`src/rtl/core/wft_pkg.sv`:
```
// Shared types and constants for the Winograd F(4x4,3x3) filter transform.
// No dependencies; used by every module under rtl/core.
package wft_pkg;

  // Tile geometry
  localparam int TAP_N   = 3;
  localparam int TILE_N  = 6;
  localparam int POS_W   = $clog2(TILE_N);
  localparam logic [POS_W-1:0] POS_LAST = POS_W'(TILE_N - 1);

  // Field widths
  localparam int W_W     = 16;   // filter tap, Q3.12
  localparam int T_W     = 21;   // after the column pass
  localparam int S_W     = 26;   // after the row pass (exact integer sum)
  localparam int VAL_W   = 24;   // result value, Q3.20
  localparam int IDX_W   = 24;   // destination index
  localparam int CH_W    = 9;    // channel index
  localparam int CFG_W   = 10;   // channel count register
  localparam int STR_W   = 2 * CFG_W;

  localparam int MAX_CHANNELS = 512;

  // floor(x / 18) = (x * RECIP) >> RECIP_SH for x below 2^X_W
  localparam int X_W      = 29;
  localparam int P_W      = 2 * X_W;
  localparam int RECIP_SH = 33;
  localparam int Q_W      = P_W - RECIP_SH;
  localparam logic [X_W-1:0] RECIP    = X_W'(477218589);
  localparam logic [X_W-1:0] ROUND_K  = X_W'(9);

  localparam logic [VAL_W-1:0] VAL_MAX = {1'b0, {(VAL_W-1){1'b1}}};
  localparam logic [VAL_W-1:0] VAL_MIN = {1'b1, {(VAL_W-1){1'b0}}};

  typedef logic signed [T_W-1:0] tval_t;
  typedef logic signed [S_W-1:0] sval_t;
  typedef sval_t srow_t [TILE_N];

  // Register map
  typedef enum logic [0:0] {
    CFG_OUT_CHANNELS = 1'b0,
    CFG_IN_CHANNELS  = 1'b1
  } cfg_idx_t;

  // Side information that travels with each result
  typedef struct packed {
    logic [IDX_W-1:0] idx;
    logic             last;
  } tag_t;

endpackage

```
`src/rtl/core/wft_lane.sv`:
```
// One transform lane: multiplies a 3-vector by 24*G (6x3), giving 6 values.
// Depends on wft_pkg.
module wft_lane (
  input  wft_pkg::tval_t a,
  input  wft_pkg::tval_t b,
  input  wft_pkg::tval_t c,
  output wft_pkg::srow_t o
);

  wft_pkg::sval_t ax, bx, cx;
  wft_pkg::sval_t sum_p, sum_m;

  assign ax = wft_pkg::sval_t'(a);
  assign bx = wft_pkg::sval_t'(b);
  assign cx = wft_pkg::sval_t'(c);

  assign sum_p = ax + bx + cx;
  assign sum_m = ax - bx + cx;

  // Rows of 24*G, shifts and adds only
  always_comb begin
    o[0] = (ax <<< 2) + (ax <<< 1);
    o[1] = -(sum_p <<< 2);
    o[2] = -(sum_m <<< 2);
    o[3] = ax + (bx <<< 1) + (cx <<< 2);
    o[4] = ax - (bx <<< 1) + (cx <<< 2);
    o[5] = (cx <<< 4) + (cx <<< 3);
  end

endmodule

```
`config.mk`:
```
export PLATFORM = sky130hd
export DESIGN_NAME = wft_lane
export DESIGN_NICKNAME = d
export VERILOG_FILES = /design/src/rtl/core/wft_pkg.sv /design/src/rtl/core/wft_lane.sv
export SDC_FILE = /design/constraint.sdc
export NUM_CORES = 1
export LEC_CHECK = 0
export ABC_AREA = 1
export BUFFER_PORTS_ARGS = -buffer_cell sky130_fd_sc_hd__buf_2
export CAP_MARGIN = 10
export CORE_ASPECT_RATIO = 1.5
export CORE_MARGIN = 1
export CORE_UTILIZATION = 46
export DETAILED_ROUTE_END_ITERATION = 8
export MAX_ROUTING_LAYER = met4
export PLACE_DENSITY = 0.79
export SLEW_MARGIN = 20
export SYNTH_ARGS = -nofsm -noshare
export SYNTH_HDL_FRONTEND = slang
export SYNTH_SLANG_ARGS = --single-unit
```
`constraint.sdc`:
```
create_clock -name vclk -period 3.9
set_input_delay 0.195 -clock vclk [all_inputs]
set_output_delay 0.195 -clock vclk [all_outputs]
set_load 0.01 [all_outputs]
```
==> impl_metrics.env, run 1 <==
export IMPL_run_status="complete, no violations"
export IMPL_dp_cells=2305
export IMPL_seq_cell_count=0
export IMPL_p_leak_nw=7.14
export IMPL_netlist_area_um2=10900
export IMPL_postSynthAreaPerCell_um2=6.07
export IMPL_io_buffers=211
export IMPL_critPathMaxFanout=5
export IMPL_core_um2=23100
export IMPL_slowest_stage="fa_1"
export IMPL_hp_class="input port to output port"
export IMPL_grt_total_usage_pct=30.4
export IMPL_antenna_found_initial=2
export IMPL_post_route_drc_count=0
export IMPL_required_ns=3.70
export IMPL_place_congestion=0.987
export IMPL_synth_distinct_cells=40
export IMPL_grt_pass1_vias=11700
export IMPL_fin_crit_ns=3.61
export IMPL_fp_row_count=68
export IMPL_crit_top_cell="nand2_1"
export IMPL_cts_hold_buf=0
export IMPL_fin_cells=2307
export IMPL_chipHeight_um=190
export IMPL_worst_pin_slew_ns=0.900
export IMPL_drtIter0Drc=636
export IMPL_dp_hpwl_mm=32.8
export IMPL_fin_nets=2272
export IMPL_maxCapViolCount=0
export IMPL_drive_gt1_share_pct=13.7
export IMPL_peakVddDrop_mv=0.173
export IMPL_fmax_mhz=277
export IMPL_grt_start_max_net_pins=8
export IMPL_grt_pass1_wl_mm=56.6
export IMPL_final_setup_tns_ns=0
export IMPL_dr_pass1_iters=5
export IMPL_slew_violations=0
export IMPL_drt_wl_total_mm=35.8
export IMPL_relSlewSlack_pct=38.4
export IMPL_start_util_pct=47.1
export IMPL_wl_per_cell_um=15.5
export IMPL_worstPathArrival_ns=3.41
export IMPL_hold_viol_final=0
export IMPL_io_pins=219
export IMPL_syn_instance_count=1788
export IMPL_setup_viol=0
export IMPL_grt_overflow=0
export IMPL_via_count=11800
export IMPL_startpoint_type="input port"
export IMPL_regArea_um2=0
export IMPL_ys_warn_count=0
export IMPL_crit_path_max_incr_delay_ns=0.58
export IMPL_crit_path_cell_trace="buf_2 > inv_1 > fa_1 > inv_1 > ha_2 > fa_1 > nand3_1 > nand2_2 > nand2_1 > nand2_1 > nand2_1 > nand2_1 > nor2_2 > nand3_2 > nor2_4 > nand2_2 > nor2_2 > xor2_1 > buf_2"
export IMPL_clkbuf_count=0
export IMPL_ys_seq_area_share_pct=0
export IMPL_worstSetupPathType="input port to output port"
export IMPL_power_density_nw_per_um2=341
export IMPL_rsz0062_at_grt="false"
export IMPL_die_w_um=127
export IMPL_timing_final_crit_share_pct=92.5
export IMPL_drtAntennaViolNets=0
export IMPL_die_area_um2=24200
export IMPL_via_per_inst=5.10
export IMPL_endpoint_kind="output port"
export IMPL_area_delta_synth_final_pct=12.6
[Yosys cell counts, types with 5 or more instances]
cell type | number | share of area (%)
nor2_2 | 13 | 0.75
buf_4 | 22 | 1.5
inv_2 | 8 | 0.28
nand4_1 | 31 | 1.8
xnor2_1 | 42 | 3.4
fa_1 | 87 | 16
xor2_1 | 67 | 5.4
nand2_1 | 457 | 16
nor2_4 | 9 | 0.93
nand3_2 | 9 | 0.83
o21bai_1 | 15 | 1.0
o211ai_1 | 5 | 0.35
nor2_1 | 135 | 4.7
nand2_2 | 9 | 0.52
ha_1 | 130 | 15
a31oi_1 | 11 | 0.63
o21a_1 | 6 | 0.41
nand3_1 | 104 | 4.8
a21o_1 | 10 | 0.69
nor3_1 | 22 | 1.0
nand3b_1 | 6 | 0.41
a21oi_1 | 115 | 5.3
a221oi_1 | 5 | 0.40
inv_1 | 399 | 14
o21ai_0 | 42 | 1.9
[final timing paths]
kind  startpoint      to  cells after the start
max         a[1]  o[125]                     19
min        c[20]   o[25]                      2
[worst max-delay path, delay by kind of cell]
| family | cells | cell delay, ns |
|---|---|---|
| xor gates and xnor gates | 1 | 0.14 |
| buffers and inverters | 4 | 0.49 |
| adders and majority gates | 3 | 1.27 |
| and+or+nand+nor | 11 | 1.30 |
[layout make-up]
class / count / area (µm²)
Timing Repair Buffer: 217 / 1100
Fill cell: 2442 / 10800
Multi-Input combinational cell: 1366 / 9190
Tap cell: 315 / 394
Inverter: 407 / 1530
Antenna cell: 2 / 5.00
[where the power goes]
part	internal, mW	total [mW]	switching, mW
Combinational	1.48	4.16	2.69
Sequential	0	0	0
Clock	0.0000000686	0.0000000686	0
[what timing repair did]
action,CTS,global route
setup buffers,0,0
endpoints found under the setup margin,0,8
resized for setup,0,1
[per-layer routing]
| layer | share of wire (%) | global-route usage, % | up-vias |
|---|---|---|---|
| li1 | - | - | 5971 |
| met1 | 39 | 32.7 | 5377 |
| met2 | 51 | 56.1 | 339 |
| met3 | 4.3 | 1.91 | 78 |
| met4 | 6.2 | 15.1 | 0 |
| met5 | 0 | - | - |
[layout by cell type (no fill, tap or decap), drive strengths merged, types with 15 or more instances in the layout]
cell type	n
xnor2	43
o21ai	45
nor3	23
nor2	157
fa	87
nand4	33
buf	217
o21bai	15
inv	407
nand3	115
a21oi	115
ha	130
xor2	67
nand2	466
[metrics by stage]
stage / total power, mW / worst slack [ns] / instance area (µm²) / util (%) / hold WS, ns
after floorplan: 2.83 / 0.820 / 10900 / - / 0.482
after global placement: 4.08 / 0.335 / 12200 / 53.0 / 0.629
after detailed placement: 4.12 / 0.219 / 12200 / 53.0 / 0.630
after CTS: 4.14 / 0.200 / 12200 / 53.0 / 0.631
after global routing: 4.62 / 0.0156 / 12200 / 53.0 / 0.639
final: 4.16 / 0.293 / 12200 / 53.0 / 0.637
[cell families (layout without fill, tap and decap cells)]
group                      count (synthesis)  in the layout  synth area share, %
buffers and inverters                    429            624                 15.6
and+or+nand+nor                          808            808                 32.6
AOI/OAI and AO/OA                        223            223                 11.8
xor gates and xnor gates                 110            110                 8.94
adders and majority gates                217            217                 31.0
other                                      1             10               0.0345
Power figures use the tool's default switching activity.
==> inputs of run 2 (changes only) <==
==> constraint.sdc (replaced) <==
create_clock -name vclk -period 4.01
set_input_delay 0.2005 -clock vclk [all_inputs]
set_output_delay 0.2005 -clock vclk [all_outputs]
set_load 0.01 [all_outputs]
==> run 2 against run 1 <==
  * Via count up 0.20%
  * Cell count about the same
  * Wire length grew 0.68%
  * Non-clock buffer count shrank 2
  * Worst setup slack improved by 0.022 ns
  * Power is 2.8% lower
  * Sequential share of layout area stayed put
  * Global-route usage increased by 0.38 points
  * Final area decreased by 0.14%
  * Hold slack improved by 0.0033 ns
  * Combinational power fell by 3%
  * Sequential cell count unchanged
  * Critical endpoint is now o[126]
==> impl_metrics.env, run 2 (synthesis results as in run 1) <==
export IMPL_run_status="complete, no violations"
export IMPL_fin_nets=2270
export IMPL_dr_pass1_iters=7
export IMPL_place_congestion=0.989
export IMPL_layout_commonest_cell="nand2_1"
export IMPL_start_util_pct=47.1
export IMPL_drtIter0Drc=580
export IMPL_worstPathArrival_ns=3.50
export IMPL_final_cell_mix="457 x nand2_1, 399 x inv_1, 211 x buf_2"
export IMPL_chipHeight_um=190
export IMPL_drive_gt1_share_pct=13.6
export IMPL_multi_input_area_um2=9190
export IMPL_wirelength_met1_mm=14.0
export IMPL_worstSetupEndpoint="o[126]"
export IMPL_wl_per_cell_um=15.7
export IMPL_startpoint="a[1]"
export IMPL_die_w_um=127
export IMPL_nFillCells=2428
export IMPL_power_density_nw_per_um2=332
export IMPL_io_buffers=211
export IMPL_fin_crit_ns=3.70
export IMPL_hold_viol_final=0
export IMPL_dp_worst_setup_slack_ns=0.332
export IMPL_setup_viol=0
export IMPL_drtAntennaViolNets=0
export IMPL_via_per_inst=5.11
export IMPL_cts_hold_buf=0
export IMPL_fmax_mhz=271
export IMPL_cts_setup_buffers=0
export IMPL_worst_pin_slew_ns=1.11
export IMPL_wl_met2_mm=18.4
export IMPL_fp_row_count=68
export IMPL_drt_wl_total_mm=36.1
export IMPL_antenna_found_initial=2
export IMPL_maxCapViolCount=0
export IMPL_post_route_drc_count=0
export IMPL_crit_path_cell_trace="buf_2 > inv_1 > fa_1 > inv_1 > ha_1 > fa_1 > nand3_1 > nand2_2 > nand2_1 > nand2_1 > nand2_1 > nand2_1 > nor2_2 > nand4_2 > nor3_2 > nand3_1 > nand2_1 > nand2_1 > buf_2"
export IMPL_required_ns=3.81
export IMPL_slowest_stage="fa_1"
export IMPL_via_count=11800
export IMPL_core_um2=23100
export IMPL_p_leak_nw=7.13
export IMPL_hp_class="input port to output port"
export IMPL_seq_cell_count=0
export IMPL_timing_final_crit_share_pct=92.2
export IMPL_die_area_um2=24200
export IMPL_rsz0062_at_grt="true"
export IMPL_worstSetupPathType="input port to output port"
export IMPL_dp_cells=2303
export IMPL_dr_wl_met3_mm=1.46
export IMPL_grt_pass1_wl_mm=57.1
export IMPL_dp_hpwl_mm=33.0
export IMPL_regArea_um2=0
export IMPL_relSlewSlack_pct=23.9
export IMPL_crit_path_max_incr_delay_ns=0.58
export IMPL_fin_cells=2305
export IMPL_peakVddDrop_mv=0.199
export IMPL_grt_pass1_vias=11900
export IMPL_io_pins=219
export IMPL_highest_layer="met4"
export IMPL_grt_overflow=0
export IMPL_worst_slack_ns=0.314
export IMPL_clkbuf_count=0
export IMPL_crit_top_cell="nand2_1"
export IMPL_slew_violations=0
export IMPL_startpoint_type="input port"
export IMPL_grt_start_max_net_pins=8
export IMPL_endpoint_kind="output port"
export IMPL_critPathMaxFanout=5
export IMPL_area_delta_synth_final_pct=12.4
export IMPL_grt_total_usage_pct=30.8
run 2: where the power goes:
group / total [mW] / internal, mW / switching (mW)
combinational: 4.05 / 1.43 / 2.62
clock: 0.0000000667 / 0.0000000667 / 0
sequential: 0 / 0 / 0
total: 4.05 / 1.43 / 2.62
run 2: how the worst min path moves through the flow:
| stage | startpoint | end | slack [ns] | cells after the start |
|---|---|---|---|---|
| 3_5_place_dp | c[20] | o[25] | 0.65 | 2 |
| 3_3_place_gp | c[20] | o[25] | 0.64 | 2 |
| 4_1_cts | c[20] | o[25] | 0.65 | 2 |
| 2_1_floorplan | a[0] | o[131] | 0.49 | 1 |
| 6_report | c[20] | o[25] | 0.64 | 2 |
| 5_1_grt | c[20] | o[25] | 0.65 | 2 |
run 2: final cells by class:
cell class                      count  share of cell area, %
Inverter                          407                   12.5
Timing Repair Buffer              215                   8.90
Tap cell                          315                   3.23
Multi-Input combinational cell   1366                   75.3
Antenna cell                        2                 0.0410
run 2: timing repair:
item                                   CTS  global route
setup endpoints to repair                0             1
endpoints found under the hold margin    0             0
resized for setup                        0             0
run 2: critical path: cells and delay by family:
| family | cells | cell delay, ns |
|---|---|---|
| adders and majority gates | 3 | 1.37 |
| buffers and inverters | 4 | 0.48 |
| and+or+nand+nor | 12 | 1.44 |
run 2: per-layer routing:
metal  track usage (%)  vias up
met2              56.9      366
met4              16.2        0
met1              33.0     5394
met5                 -        -
li1                  -     5956
met3              1.43       72
run 2: metrics by stage:
| stage | total power [mW] | TNS, ns | util, % | area [µm²] | hold slack (ns) |
|---|---|---|---|---|---|
| floorplan | 2.76 | 0 | - | 10900 | 0.493 |
| global placement | 3.97 | 0 | 52.9 | 12200 | 0.641 |
| detailed placement | 4.01 | 0 | 52.9 | 12200 | 0.645 |
| CTS | 4.03 | 0 | 52.9 | 12200 | 0.646 |
| global route | 4.49 | -0.00789 | 52.9 | 12200 | 0.653 |
| finish | 4.05 | 0 | 52.9 | 12200 | 0.640 |
